[config.mk]
export PLATFORM = sky130hd
export DESIGN_NAME = rms_window_rate_converter
export DESIGN_NICKNAME = d
export VERILOG_FILES = /design/src/rtl/rwrc_pkg.sv /design/src/rtl/rms_window_rate_converter.sv /design/src/rtl/rwrc_div.sv /design/src/rtl/rwrc_sqrt.sv /design/src/rtl/rwrc_dp.sv /design/src/rtl/rwrc_ctrl.sv
export SDC_FILE = /design/constraint.sdc
export NUM_CORES = 2
export LEC_CHECK = 0
export ABC_CLOCK_PERIOD_IN_PS = 20400
export BUFFER_PORTS_ARGS = -buffer_cell sky130_fd_sc_hd__buf_2
export CAP_MARGIN = 20
export CORE_MARGIN = 3
export CORE_UTILIZATION = 40
export DETAILED_ROUTE_END_ITERATION = 10
export GPL_TIMING_DRIVEN = 0
export SETUP_SLACK_MARGIN = 0.5
export SLEW_MARGIN = 10
export SYNTH_ARGS = -nofsm -noshare
export SYNTH_HDL_FRONTEND = slang
export SYNTH_SLANG_ARGS = --single-unit
[constraint.sdc]
create_clock -name clk -period 20.4 [get_ports clk]
set_clock_uncertainty 0.2 [all_clocks]
set_input_delay 1.02 -clock clk [delete_from_list [all_inputs] [get_ports clk]]
set_output_delay 1.02 -clock clk [all_outputs]
set_load 0.005 [all_outputs]
[src/rtl/rwrc_pkg.sv]
`default_nettype none

package rwrc_pkg;

  localparam int SAMPLE_BITS_DEF = 16;
  localparam int RATE_W          = 17;
  localparam int CHCNT_W         = 2;
  localparam int CNT_W           = 32;
  localparam int SUM_W           = 48;
  localparam int RMS_W           = 16;
  localparam int DEN_W           = RATE_W + 1;
  localparam int DIV_W           = RATE_W + CNT_W + 2;
  localparam int ROOT_W          = SUM_W / 2;
  localparam int STEP_W          = $clog2(DIV_W + 1);
  localparam int CFG_IDX_W       = 2;

  localparam logic [RATE_W-1:0]  AUDIO_RATE_RST    = RATE_W'(44100);
  localparam logic [RATE_W-1:0]  ADC_RATE_RST      = RATE_W'(256);
  localparam logic [CHCNT_W-1:0] CHANNEL_COUNT_RST = CHCNT_W'(2);

  typedef enum logic [CFG_IDX_W-1:0] {
    CFG_AUDIO_RATE    = 2'd0,
    CFG_ADC_RATE      = 2'd1,
    CFG_CHANNEL_COUNT = 2'd2
  } cfg_idx_t;

  typedef enum logic [1:0] {
    DIV_QR,
    DIV_BN,
    DIV_MEAN
  } div_op_t;

  typedef struct packed {
    logic    take_in;
    logic    clear_run;
    logic    accum;
    logic    div_start;
    div_op_t div_op;
    logic    cap_qr;
    logic    cap_bn;
    logic    cap_mean;
    logic    sqrt_start;
    logic    cap_root;
    logic    ch_sel;
    logic    load_out;
  } cmd_t;

  typedef struct packed {
    logic div_done;
    logic sqrt_done;
    logic close;
    logic stereo;
  } sts_t;

endpackage

`default_nettype wire

[src/rtl/rms_window_rate_converter.sv]
// Channel   Handshake                 Payload
// in        in_valid / in_ready       in_action, in_sample_ch0, in_sample_ch1
// out       out_valid / out_ready     out_rms_ch0, out_rms_ch1, out_window_length,
//                                     out_window_index
// cfg       cfg_valid / cfg_ready     cfg_index, cfg_data
//
// After an audio frame is accepted, ready stays low through the two serial divisions for the
// window boundary (18 and 51 quotient bits, one per cycle).
// A start transaction is taken without leaving the idle state. A frame that closes a window adds
// a mean division and a square root per channel in use, plus a step to load the result.
// Reset is synchronous and active low; it restores the register defaults and clears the run.
// A result waits in the output register while the next frame is processed; a closing frame
// stalls until that register is free.
`default_nettype none

module rms_window_rate_converter import rwrc_pkg::*; #(
  parameter int SAMPLE_BITS = SAMPLE_BITS_DEF
) (
  input  logic                          clk,
  input  logic                          rst_n,
  input  logic                          in_valid,
  output logic                          in_ready,
  input  logic                          in_action,
  input  logic signed [SAMPLE_BITS-1:0] in_sample_ch0,
  input  logic signed [SAMPLE_BITS-1:0] in_sample_ch1,
  output logic                          out_valid,
  input  logic                          out_ready,
  output logic [RMS_W-1:0]              out_rms_ch0,
  output logic [RMS_W-1:0]              out_rms_ch1,
  output logic [RATE_W-1:0]             out_window_length,
  output logic [CNT_W-1:0]              out_window_index,
  input  logic                          cfg_valid,
  output logic                          cfg_ready,
  input  logic [CFG_IDX_W-1:0]          cfg_index,
  input  logic [RATE_W-1:0]             cfg_data
);

  cmd_t cmd;
  sts_t sts;

  assign cfg_ready = 1'b1;

  rwrc_ctrl u_ctrl (
    .clk       (clk),
    .rst_n     (rst_n),
    .in_valid  (in_valid),
    .in_action (in_action),
    .in_ready  (in_ready),
    .out_valid (out_valid),
    .out_ready (out_ready),
    .sts       (sts),
    .cmd       (cmd)
  );

  rwrc_dp #(
    .SAMPLE_BITS (SAMPLE_BITS)
  ) u_dp (
    .clk               (clk),
    .rst_n             (rst_n),
    .cfg_valid         (cfg_valid),
    .cfg_index         (cfg_index),
    .cfg_data          (cfg_data),
    .in_sample_ch0     (in_sample_ch0),
    .in_sample_ch1     (in_sample_ch1),
    .cmd               (cmd),
    .sts               (sts),
    .out_rms_ch0       (out_rms_ch0),
    .out_rms_ch1       (out_rms_ch1),
    .out_window_length (out_window_length),
    .out_window_index  (out_window_index)
  );

endmodule

`default_nettype wire

[src/rtl/rwrc_div.sv]
`default_nettype none

module rwrc_div import rwrc_pkg::*; #(
  parameter int NUM_W = DIV_W,
  parameter int DN_W  = DEN_W,
  parameter int ST_W  = $clog2(NUM_W + 1)
) (
  input  logic             clk,
  input  logic             rst_n,
  input  logic             start,
  input  logic [NUM_W-1:0] num,
  input  logic [DN_W-1:0]  den,
  input  logic [ST_W-1:0]  steps,
  output logic [NUM_W-1:0] quo,
  output logic [DN_W-1:0]  rem,
  output logic             done
);

  logic [NUM_W-1:0] quo_r;
  logic [DN_W-1:0]  rem_r;
  logic [DN_W-1:0]  den_r;
  logic [ST_W-1:0]  cnt_r;
  logic             busy_r;
  logic             done_r;
  logic [DN_W:0]    rem_sh;
  logic             ge;
  logic [DN_W:0]    rem_sub;

  assign rem_sh  = {rem_r, quo_r[NUM_W-1]};
  assign ge      = rem_sh >= {1'b0, den_r};
  assign rem_sub = rem_sh - {1'b0, den_r};

  always_ff @(posedge clk) begin
    if (!rst_n) begin
      busy_r <= 1'b0;
      done_r <= 1'b0;
      cnt_r  <= '0;
    end else begin
      done_r <= 1'b0;
      if (start) begin
        busy_r <= 1'b1;
        cnt_r  <= steps;
      end else if (busy_r) begin
        cnt_r <= cnt_r - ST_W'(1);
        if (cnt_r == ST_W'(1)) begin
          busy_r <= 1'b0;
          done_r <= 1'b1;
        end
      end
    end
  end

  always_ff @(posedge clk) begin
    if (start) begin
      quo_r <= num;
      rem_r <= '0;
      den_r <= den;
    end else if (busy_r) begin
      quo_r <= {quo_r[NUM_W-2:0], ge};
      rem_r <= ge ? rem_sub[DN_W-1:0] : rem_sh[DN_W-1:0];
    end
  end

  assign quo  = quo_r;
  assign rem  = rem_r;
  assign done = done_r;

endmodule

`default_nettype wire

[src/rtl/rwrc_sqrt.sv]
`default_nettype none

module rwrc_sqrt import rwrc_pkg::*; #(
  parameter int IN_W = SUM_W,
  parameter int RT_W = IN_W / 2,
  parameter int ST_W = $clog2(RT_W + 1)
) (
  input  logic            clk,
  input  logic            rst_n,
  input  logic            start,
  input  logic [IN_W-1:0] val,
  output logic [RT_W-1:0] root,
  output logic            done
);

  logic [IN_W-1:0] val_r;
  logic [RT_W+1:0] rem_r;
  logic [RT_W-1:0] root_r;
  logic [ST_W-1:0] cnt_r;
  logic            busy_r;
  logic            done_r;
  logic [RT_W+3:0] rem_sh;
  logic [RT_W+3:0] trial;
  logic            ge;
  logic [RT_W+3:0] rem_sub;

  assign rem_sh  = {rem_r, val_r[IN_W-1:IN_W-2]};
  assign trial   = (RT_W + 4)'({root_r, 2'b01});
  assign ge      = rem_sh >= trial;
  assign rem_sub = rem_sh - trial;

  always_ff @(posedge clk) begin
    if (!rst_n) begin
      busy_r <= 1'b0;
      done_r <= 1'b0;
      cnt_r  <= '0;
    end else begin
      done_r <= 1'b0;
      if (start) begin
        busy_r <= 1'b1;
        cnt_r  <= ST_W'(RT_W);
      end else if (busy_r) begin
        cnt_r <= cnt_r - ST_W'(1);
        if (cnt_r == ST_W'(1)) begin
          busy_r <= 1'b0;
          done_r <= 1'b1;
        end
      end
    end
  end

  always_ff @(posedge clk) begin
    if (start) begin
      val_r  <= val;
      rem_r  <= '0;
      root_r <= '0;
    end else if (busy_r) begin
      val_r  <= val_r << 2;
      rem_r  <= ge ? rem_sub[RT_W+1:0] : rem_sh[RT_W+1:0];
      root_r <= {root_r[RT_W-2:0], ge};
    end
  end

  assign root = root_r;
  assign done = done_r;

endmodule

`default_nettype wire

[src/rtl/rwrc_dp.sv]
`default_nettype none

module rwrc_dp import rwrc_pkg::*; #(
  parameter int SAMPLE_BITS = SAMPLE_BITS_DEF
) (
  input  logic                          clk,
  input  logic                          rst_n,
  input  logic                          cfg_valid,
  input  logic [CFG_IDX_W-1:0]          cfg_index,
  input  logic [RATE_W-1:0]             cfg_data,
  input  logic signed [SAMPLE_BITS-1:0] in_sample_ch0,
  input  logic signed [SAMPLE_BITS-1:0] in_sample_ch1,
  input  cmd_t                          cmd,
  output sts_t                          sts,
  output logic [RMS_W-1:0]              out_rms_ch0,
  output logic [RMS_W-1:0]              out_rms_ch1,
  output logic [RATE_W-1:0]             out_window_length,
  output logic [CNT_W-1:0]              out_window_index
);

  localparam int PROD_W = DEN_W + CNT_W;

  logic [RATE_W-1:0]             audio_rate_r;
  logic [RATE_W-1:0]             adc_rate_r;
  logic [CHCNT_W-1:0]            chcnt_r;
  logic [RATE_W-1:0]             a_eff;
  logic [RATE_W-1:0]             d_raw;
  logic [RATE_W-1:0]             d_eff;
  logic [DEN_W-1:0]              a2;
  logic [DEN_W-1:0]              d2;
  logic                          stereo;

  logic signed [SAMPLE_BITS-1:0] smp0_r;
  logic signed [SAMPLE_BITS-1:0] smp1_r;
  logic signed [2*SAMPLE_BITS-1:0] sq0;
  logic signed [2*SAMPLE_BITS-1:0] sq1;
  logic [SUM_W:0]                add0;
  logic [SUM_W:0]                add1;
  logic [SUM_W-1:0]              sum0_r;
  logic [SUM_W-1:0]              sum1_r;
  logic [RATE_W-1:0]             fill_r;
  logic [CNT_W-1:0]              n_r;
  logic [PROD_W-1:0]             prod_nxt;
  logic [PROD_W-1:0]             prod_r;

  logic [RATE_W-1:0]             qa_r;
  logic [DEN_W-1:0]              ra_r;
  logic [DEN_W-1:0]              r0_r;
  logic [DEN_W:0]                rsum;
  logic [DEN_W-1:0]              win_len;
  logic [SUM_W-1:0]              mean_r;
  logic [ROOT_W-1:0]             root0_r;
  logic [ROOT_W-1:0]             root1_r;

  logic [DIV_W-1:0]              div_num;
  logic [DEN_W-1:0]              div_den;
  logic [STEP_W-1:0]             div_steps;
  logic [DIV_W-1:0]              div_quo;
  logic [DEN_W-1:0]              div_rem;
  logic                          div_done;
  logic [ROOT_W-1:0]             sqrt_root;
  logic                          sqrt_done;

  logic [RMS_W-1:0]              rms0_r;
  logic [RMS_W-1:0]              rms1_r;
  logic [RATE_W-1:0]             len_out_r;
  logic [CNT_W-1:0]              idx_out_r;

  // A zero rate acts as one, and the window rate is clamped to the audio rate.
  assign a_eff  = (audio_rate_r == '0) ? RATE_W'(1) : audio_rate_r;
  assign d_raw  = (adc_rate_r == '0) ? RATE_W'(1) : adc_rate_r;
  assign d_eff  = (d_raw > a_eff) ? a_eff : d_raw;
  assign a2     = {a_eff, 1'b0};
  assign d2     = {d_eff, 1'b0};
  assign stereo = chcnt_r[1];

  assign sq0      = smp0_r * smp0_r;
  assign sq1      = smp1_r * smp1_r;
  assign add0     = {1'b0, sum0_r} + (SUM_W + 1)'($unsigned(sq0));
  assign add1     = {1'b0, sum1_r} + (SUM_W + 1)'($unsigned(sq1));
  assign prod_nxt = a2 * n_r;

  // With 2a = Q*2d + R and B(n) = q0 rem r0, the window length is Q plus
  // one more when r0 + R reaches 2d.
  assign rsum    = {1'b0, r0_r} + {1'b0, ra_r};
  assign win_len = DEN_W'(qa_r) + DEN_W'(rsum >= {1'b0, d2});

  always_comb begin
    unique case (cmd.div_op)
      DIV_QR: begin
        div_num   = DIV_W'(a2) << (DIV_W - DEN_W);
        div_den   = d2;
        div_steps = STEP_W'(DEN_W);
      end
      DIV_BN: begin
        div_num   = DIV_W'(prod_r) + DIV_W'(d_eff);
        div_den   = d2;
        div_steps = STEP_W'(DIV_W);
      end
      DIV_MEAN: begin
        div_num   = DIV_W'(cmd.ch_sel ? sum1_r : sum0_r);
        div_den   = DEN_W'(fill_r);
        div_steps = STEP_W'(DIV_W);
      end
      default: begin
        div_num   = '0;
        div_den   = d2;
        div_steps = STEP_W'(DIV_W);
      end
    endcase
  end

  rwrc_div #(
    .NUM_W (DIV_W),
    .DN_W  (DEN_W),
    .ST_W  (STEP_W)
  ) u_div (
    .clk   (clk),
    .rst_n (rst_n),
    .start (cmd.div_start),
    .num   (div_num),
    .den   (div_den),
    .steps (div_steps),
    .quo   (div_quo),
    .rem   (div_rem),
    .done  (div_done)
  );

  rwrc_sqrt #(
    .IN_W (SUM_W),
    .RT_W (ROOT_W)
  ) u_sqrt (
    .clk   (clk),
    .rst_n (rst_n),
    .start (cmd.sqrt_start),
    .val   (mean_r),
    .root  (sqrt_root),
    .done  (sqrt_done)
  );

  always_ff @(posedge clk) begin
    if (!rst_n) begin
      audio_rate_r <= AUDIO_RATE_RST;
      adc_rate_r   <= ADC_RATE_RST;
      chcnt_r      <= CHANNEL_COUNT_RST;
      n_r          <= '0;
      fill_r       <= '0;
      sum0_r       <= '0;
      sum1_r       <= '0;
    end else begin
      if (cfg_valid) begin
        case (cfg_idx_t'(cfg_index))
          CFG_AUDIO_RATE:    audio_rate_r <= cfg_data;
          CFG_ADC_RATE:      adc_rate_r   <= cfg_data;
          CFG_CHANNEL_COUNT: chcnt_r      <= cfg_data[CHCNT_W-1:0];
          default: ;
        endcase
      end
      if (cmd.clear_run || cmd.load_out) begin
        fill_r <= '0;
        sum0_r <= '0;
        sum1_r <= '0;
        n_r    <= cmd.clear_run ? '0 : n_r + CNT_W'(1);
      end else if (cmd.accum) begin
        fill_r <= fill_r + RATE_W'(1);
        sum0_r <= add0[SUM_W] ? '1 : add0[SUM_W-1:0];
        if (stereo) begin
          sum1_r <= add1[SUM_W] ? '1 : add1[SUM_W-1:0];
        end
      end
    end
  end

  always_ff @(posedge clk) begin
    if (cmd.take_in) begin
      smp0_r <= in_sample_ch0;
      smp1_r <= in_sample_ch1;
    end
    if (cmd.accum) begin
      prod_r <= prod_nxt;
    end
    if (cmd.cap_qr) begin
      qa_r <= div_quo[RATE_W-1:0];
      ra_r <= div_rem;
    end
    if (cmd.cap_bn) begin
      r0_r <= div_rem;
    end
    if (cmd.cap_mean) begin
      mean_r <= div_quo[SUM_W-1:0];
    end
    if (cmd.cap_root) begin
      if (cmd.ch_sel) begin
        root1_r <= sqrt_root;
      end else begin
        root0_r <= sqrt_root;
      end
    end
    if (cmd.load_out) begin
      rms0_r    <= root0_r[RMS_W-1:0];
      rms1_r    <= stereo ? root1_r[RMS_W-1:0] : '0;
      len_out_r <= fill_r;
      idx_out_r <= n_r;
    end
  end

  assign sts.div_done  = div_done;
  assign sts.sqrt_done = sqrt_done;
  assign sts.close     = DEN_W'(fill_r) >= win_len;
  assign sts.stereo    = stereo;

  assign out_rms_ch0       = rms0_r;
  assign out_rms_ch1       = rms1_r;
  assign out_window_length = len_out_r;
  assign out_window_index  = idx_out_r;

endmodule

`default_nettype wire

[src/rtl/rwrc_ctrl.sv]
`default_nettype none

module rwrc_ctrl import rwrc_pkg::*; (
  input  logic clk,
  input  logic rst_n,
  input  logic in_valid,
  input  logic in_action,
  output logic in_ready,
  output logic out_valid,
  input  logic out_ready,
  input  sts_t sts,
  output cmd_t cmd
);

  typedef enum logic [3:0] {
    S_IDLE,
    S_ACC,
    S_QR_GO,
    S_QR_WAIT,
    S_BN_GO,
    S_BN_WAIT,
    S_CHK,
    S_MEAN_GO,
    S_MEAN_WAIT,
    S_ROOT_GO,
    S_ROOT_WAIT,
    S_EMIT
  } state_t;

  state_t state_r;
  logic   ch_r;
  logic   out_valid_r;
  logic   slot_free;

  assign slot_free = !out_valid_r || out_ready;
  assign in_ready  = (state_r == S_IDLE);
  assign out_valid = out_valid_r;

  always_comb begin
    cmd        = '0;
    cmd.ch_sel = ch_r;
    cmd.div_op = DIV_QR;
    unique case (state_r)
      S_IDLE: begin
        cmd.take_in   = in_valid;
        cmd.clear_run = in_valid && in_action;
      end
      S_ACC:       cmd.accum = 1'b1;
      S_QR_GO:     cmd.div_start = 1'b1;
      S_QR_WAIT:   cmd.cap_qr = sts.div_done;
      S_BN_GO: begin
        cmd.div_op    = DIV_BN;
        cmd.div_start = 1'b1;
      end
      S_BN_WAIT: begin
        cmd.div_op = DIV_BN;
        cmd.cap_bn = sts.div_done;
      end
      S_CHK: ;
      S_MEAN_GO: begin
        cmd.div_op    = DIV_MEAN;
        cmd.div_start = 1'b1;
      end
      S_MEAN_WAIT: begin
        cmd.div_op   = DIV_MEAN;
        cmd.cap_mean = sts.div_done;
      end
      S_ROOT_GO:   cmd.sqrt_start = 1'b1;
      S_ROOT_WAIT: cmd.cap_root = sts.sqrt_done;
      S_EMIT:      cmd.load_out = slot_free;
      default: ;
    endcase
  end

  always_ff @(posedge clk) begin
    if (!rst_n) begin
      state_r     <= S_IDLE;
      ch_r        <= 1'b0;
      out_valid_r <= 1'b0;
    end else begin
      if (state_r == S_EMIT && slot_free) begin
        out_valid_r <= 1'b1;
      end else if (out_valid_r && out_ready) begin
        out_valid_r <= 1'b0;
      end
      unique case (state_r)
        S_IDLE: begin
          if (in_valid && !in_action) begin
            state_r <= S_ACC;
          end
        end
        S_ACC:     state_r <= S_QR_GO;
        S_QR_GO:   state_r <= S_QR_WAIT;
        S_QR_WAIT: begin
          if (sts.div_done) begin
            state_r <= S_BN_GO;
          end
        end
        S_BN_GO:   state_r <= S_BN_WAIT;
        S_BN_WAIT: begin
          if (sts.div_done) begin
            state_r <= S_CHK;
          end
        end
        S_CHK: begin
          ch_r    <= 1'b0;
          state_r <= sts.close ? S_MEAN_GO : S_IDLE;
        end
        S_MEAN_GO:   state_r <= S_MEAN_WAIT;
        S_MEAN_WAIT: begin
          if (sts.div_done) begin
            state_r <= S_ROOT_GO;
          end
        end
        S_ROOT_GO:   state_r <= S_ROOT_WAIT;
        S_ROOT_WAIT: begin
          if (sts.sqrt_done) begin
            if (!ch_r && sts.stereo) begin
              ch_r    <= 1'b1;
              state_r <= S_MEAN_GO;
            end else begin
              state_r <= S_EMIT;
            end
          end
        end
        S_EMIT: begin
          if (slot_free) begin
            state_r <= S_IDLE;
          end
        end
        default: state_r <= S_IDLE;
      endcase
    end
  end

endmodule

`default_nettype wire

==> flow_metrics.py <==
metrics = {
    "critical_path": {
        "crit_fanout": 10,
        "setup.worst_path.start": "u_dp.audio_rate_r[4]",
        "slowest_stage": "o31ai_4",
        "critPathMaxStageDelay_ps": 710,
        "start_kind": "flip-flop",
        "worstPathRequired_ps": 20750,
        "worstPathArrival_ps": 10880,
        "reg2reg_depth": 40,
        "r2r-start": "u_dp.audio_rate_r[4]",
        "path_class": "reg -> reg",
        "reg2reg_to": "u_ctrl.state_r[0]",
        "reg2reg_slack_ps": 9870,
        "cp-end-kind": "flip-flop",
    },
    "timing": {
        "final_hold_viol_count": 0,
        "maxSlewHeadroom": 0.156,
        "fmax_mhz": 95.0,
        "period_share": 0.516,
        "fin_crit_ps": 10530,
        "slew_violations": 0,
        "setup_viol": 0,
        "worstMarginPinSlew_ps": 1270,
        "rsz0062_at_grt": "no",
        "fin_setup_tns_ps": 0,
        "fin_hold_ws_ps": 217,
    },
    "logic_synthesis": {
        "synth-edff-count": 412,
        "muxShareOfSynthArea": 0.0156,
        "yosys_warnings": 0,
        "synthAdderAreaFrac": 0.359,
        "ys_types": 101,
        "yosys.area_share.simple": 0.133,
        "syn_area_per_cell_um2": 9.43,
        "synthFlopType": "edfxtp_1",
        "netlist_instances": 7341,
        "synth_nets": 8825,
        "yosysSeqAreaShare": 0.256,
        "synth_top_family_by_area": "adder cells",
        "synth_seq_cells": 681,
        "yosys.area_share.xor_xnor": 0.0423,
        "netlist_area_um2": 69200,
        "async_flop_share": 0,
        "synth_compound_area_frac": 0.103,
    },
    "drt": {
        "drt_iter0_markers": 3643,
        "drc_errors": 0,
        "antenna_left": 0,
        "drt-wirelength-per-cell_um": 19.4,
        "num_vias": 51800,
        "viasPerCell": 5.20,
        "first_pass_iters": 6,
        "routed_wl_um": 193000,
    },
    "finish": {
        "antenna_cells": 0,
        "final_nets": 9058,
        "area_delta_synth_final_pct": 9.43,
        "multi_input_area_um2": 45200,
        "n_fill_cell": 16600,
        "instances_no_fill": 9951,
        "drive_gt1_frac": 0.0472,
        "seqCellArea_um2": 17800,
    },
    "clock_network": {
        "cts_tree": "built",
        "cts_hold_buf": 0,
        "cts.sinks": 681,
        "clk_pin_slew_ps": 60,
        "cts_max_path_buffers": 3,
        "cts_root_buf": "clkbuf_16",
        "worstSkewPairLatency_ps": 720,
        "cts_buffers": 80,
        "h-tree-depth": 3,
        "post_cts_buffers": 0,
        "cts_resized": 0,
    },
    "floorplan": {
        "dieArea_um2": 178000,
        "row_count": 152,
        "coreArea_um2": 172000,
        "ios": 141,
        "fp.dieW_um": 422,
        "chipHeight_um": 422,
        "start_util": 0.403,
    },
    "grt": {
        "grt_pass1_wl_um": 302000,
        "grt-ovfl-total": 0,
        "grt_pass1_vias": 52800,
        "grt_max_degree": 59,
        "grt_usage": 0.217,
        "antenna_found_initial": 7,
    },
    "min_path": {
        "hold_class": "reg -> reg",
        "whs_path_depth": 0,
        "min_to": "u_dp.out_rms_ch0[7]",
        "hp-start": "u_dp.root0_r[7]",
    },
    "place": {
        "hpwl_um": 155000,
        "gp_congestion": 0.976,
        "io_buffer_count": 138,
        "dp.cells": 9800,
    },
    "job": {
        "cap_violations": 0,
    },
    "run_status": {
        "outcome": "finished clean",
    },
}
[through the flow]
step                instance area [um^2]  setup WS (ps)  utilization
CTS                                75700           9380        0.441
floorplan                          69200          11940            -
finish                             75800           9870        0.441
global route                       75800           9400        0.441
detailed placement                 73100           9510        0.425
global placement                   72800           8570        0.424
[worst max path at each step]
stage	end	slack (ps)
2_1_floorplan	u_dp.sum1_r[46]	11940
3_3_place_gp	u_ctrl.state_r[1]	8570
3_5_place_dp	u_ctrl.state_r[1]	9510
4_1_cts	u_ctrl.state_r[1]	9380
5_1_grt	u_ctrl.state_r[1]	9400
6_report	u_ctrl.state_r[0]	9870
[flip-flops by register name, indices dropped and copies added, names as in the netlist, 17 cells and up]
signal                  flops
u_dp.u_div.quo             51
u_dp.prod_r                49
u_dp.mean_r                48
u_dp.sum0_r                48
u_dp.sum1_r                48
u_dp.u_sqrt.val_r          48
u_dp.n_r                   32
u_dp.out_window_index      32
u_dp.u_sqrt.rem_r          26
u_dp.u_sqrt.root           24
u_dp.r0_r                  18
u_dp.ra_r                  18
u_dp.u_div.den_r           18
u_dp.u_div.rem             18
u_dp.adc_rate_r            17
u_dp.audio_rate_r          17
u_dp.fill_r                17
u_dp.out_window_length     17
u_dp.qa_r                  17
[final cells by class]
| class | count | share of cell area |
|---|---|---|
| clock inverter | 39 | 0.00641 |
| sequential | 681 | 0.234 |
| tap | 2310 | 0.0381 |
| multi-input combinational | 4985 | 0.596 |
| inverter | 1347 | 0.0668 |
| clock buffer | 110 | 0.0290 |
| timing repair buffer | 151 | 0.0121 |
| buffer | 328 | 0.0169 |
[logic make-up after synthesis]
kind of cell | after synthesis
adder cells (fa/ha/maj) | 1427
XOR/XNOR | 334
flip-flops | 681
AO/OA/AOI/OAI | 1107
AND/OR/NAND/NOR | 2009
buffers and inverters | 1675
other | 1
multiplexers | 107
[synthesized netlist by cell type, types with 28 or more instances]
library cell | number | share of area
inv_1 | 1344 | 0.073
nand2_1 | 1002 | 0.054
fa_1 | 931 | 0.27
ha_1 | 496 | 0.090
edfxtp_1 | 412 | 0.18
a21oi_1 | 365 | 0.026
nor2_1 | 319 | 0.017
clkbuf_1 | 285 | 0.015
dfxtp_1 | 269 | 0.078
o21ai_0 | 235 | 0.017
and2_1 | 205 | 0.019
xnor2_1 | 190 | 0.024
xor2_1 | 144 | 0.018
a21o_1 | 114 | 0.012
mux2i_1 | 102 | 0.015
nand3_1 | 102 | 0.0074
and3_1 | 64 | 0.0058
nor3_1 | 63 | 0.0046
nand2b_1 | 57 | 0.0052
o21a_1 | 50 | 0.0054
nor2b_1 | 46 | 0.0042
a21boi_0 | 43 | 0.0047
nand4_1 | 43 | 0.0039
a31oi_1 | 40 | 0.0036
or3_1 | 29 | 0.0026
buf_1 | 28 | 0.0015
[cells in the final DEF (no fill, tap or decap), types with 24 or more instances in the layout]
cell / netlist / final
a21o_1: 114 / 114
o21ai_0: 235 / 235
and2_1: 205 / 203
ha_1: 496 / 496
inv_1: 1344 / 1341
or3_1: 29 / 29
nand3_1: 102 / 102
clkbuf_1: 285 / 307
fa_1: 931 / 931
a21boi_0: 43 / 43
a31oi_1: 40 / 40
o21a_1: 50 / 50
nand2_1: 1002 / 1002
buf_2: 9 / 147
mux2i_1: 102 / 102
o21bai_1: 27 / 27
a21oi_1: 365 / 365
xor2_1: 144 / 144
nand2b_1: 57 / 57
nand4_1: 43 / 43
edfxtp_1: 412 / 412
nor3_1: 63 / 63
clkbuf_16: 0 / 82
nor2b_1: 46 / 45
and3_1: 64 / 64
buf_1: 28 / 28
a211oi_1: 24 / 24
xnor2_1: 190 / 190
dfxtp_1: 269 / 269
nor2_1: 319 / 317
[metal layers]
layer,global-route usage,vias up,wire [um]
met4,0.0888,6,8160
met5,0,-,36
li1,-,24000,-
met1,0.285,25800,81600
met3,0.0336,353,12200
met2,0.356,1539,90600
[worst max-delay path, delay by kind of cell, from the launching register on]
family / cells / cell delay, ps
AND/OR/NAND/NOR: 10 / 1990
adder cells (fa/ha/maj): 5 / 1410
buffers and inverters: 3 / 1260
multiplexers: 1 / 500
XOR/XNOR: 1 / 130
flip-flops: 1 / 290
AO/OA/AOI/OAI: 20 / 4570
Power is not shown: default switching activity piles up to over one toggle a cycle in this logic, so the estimate is an artifact.
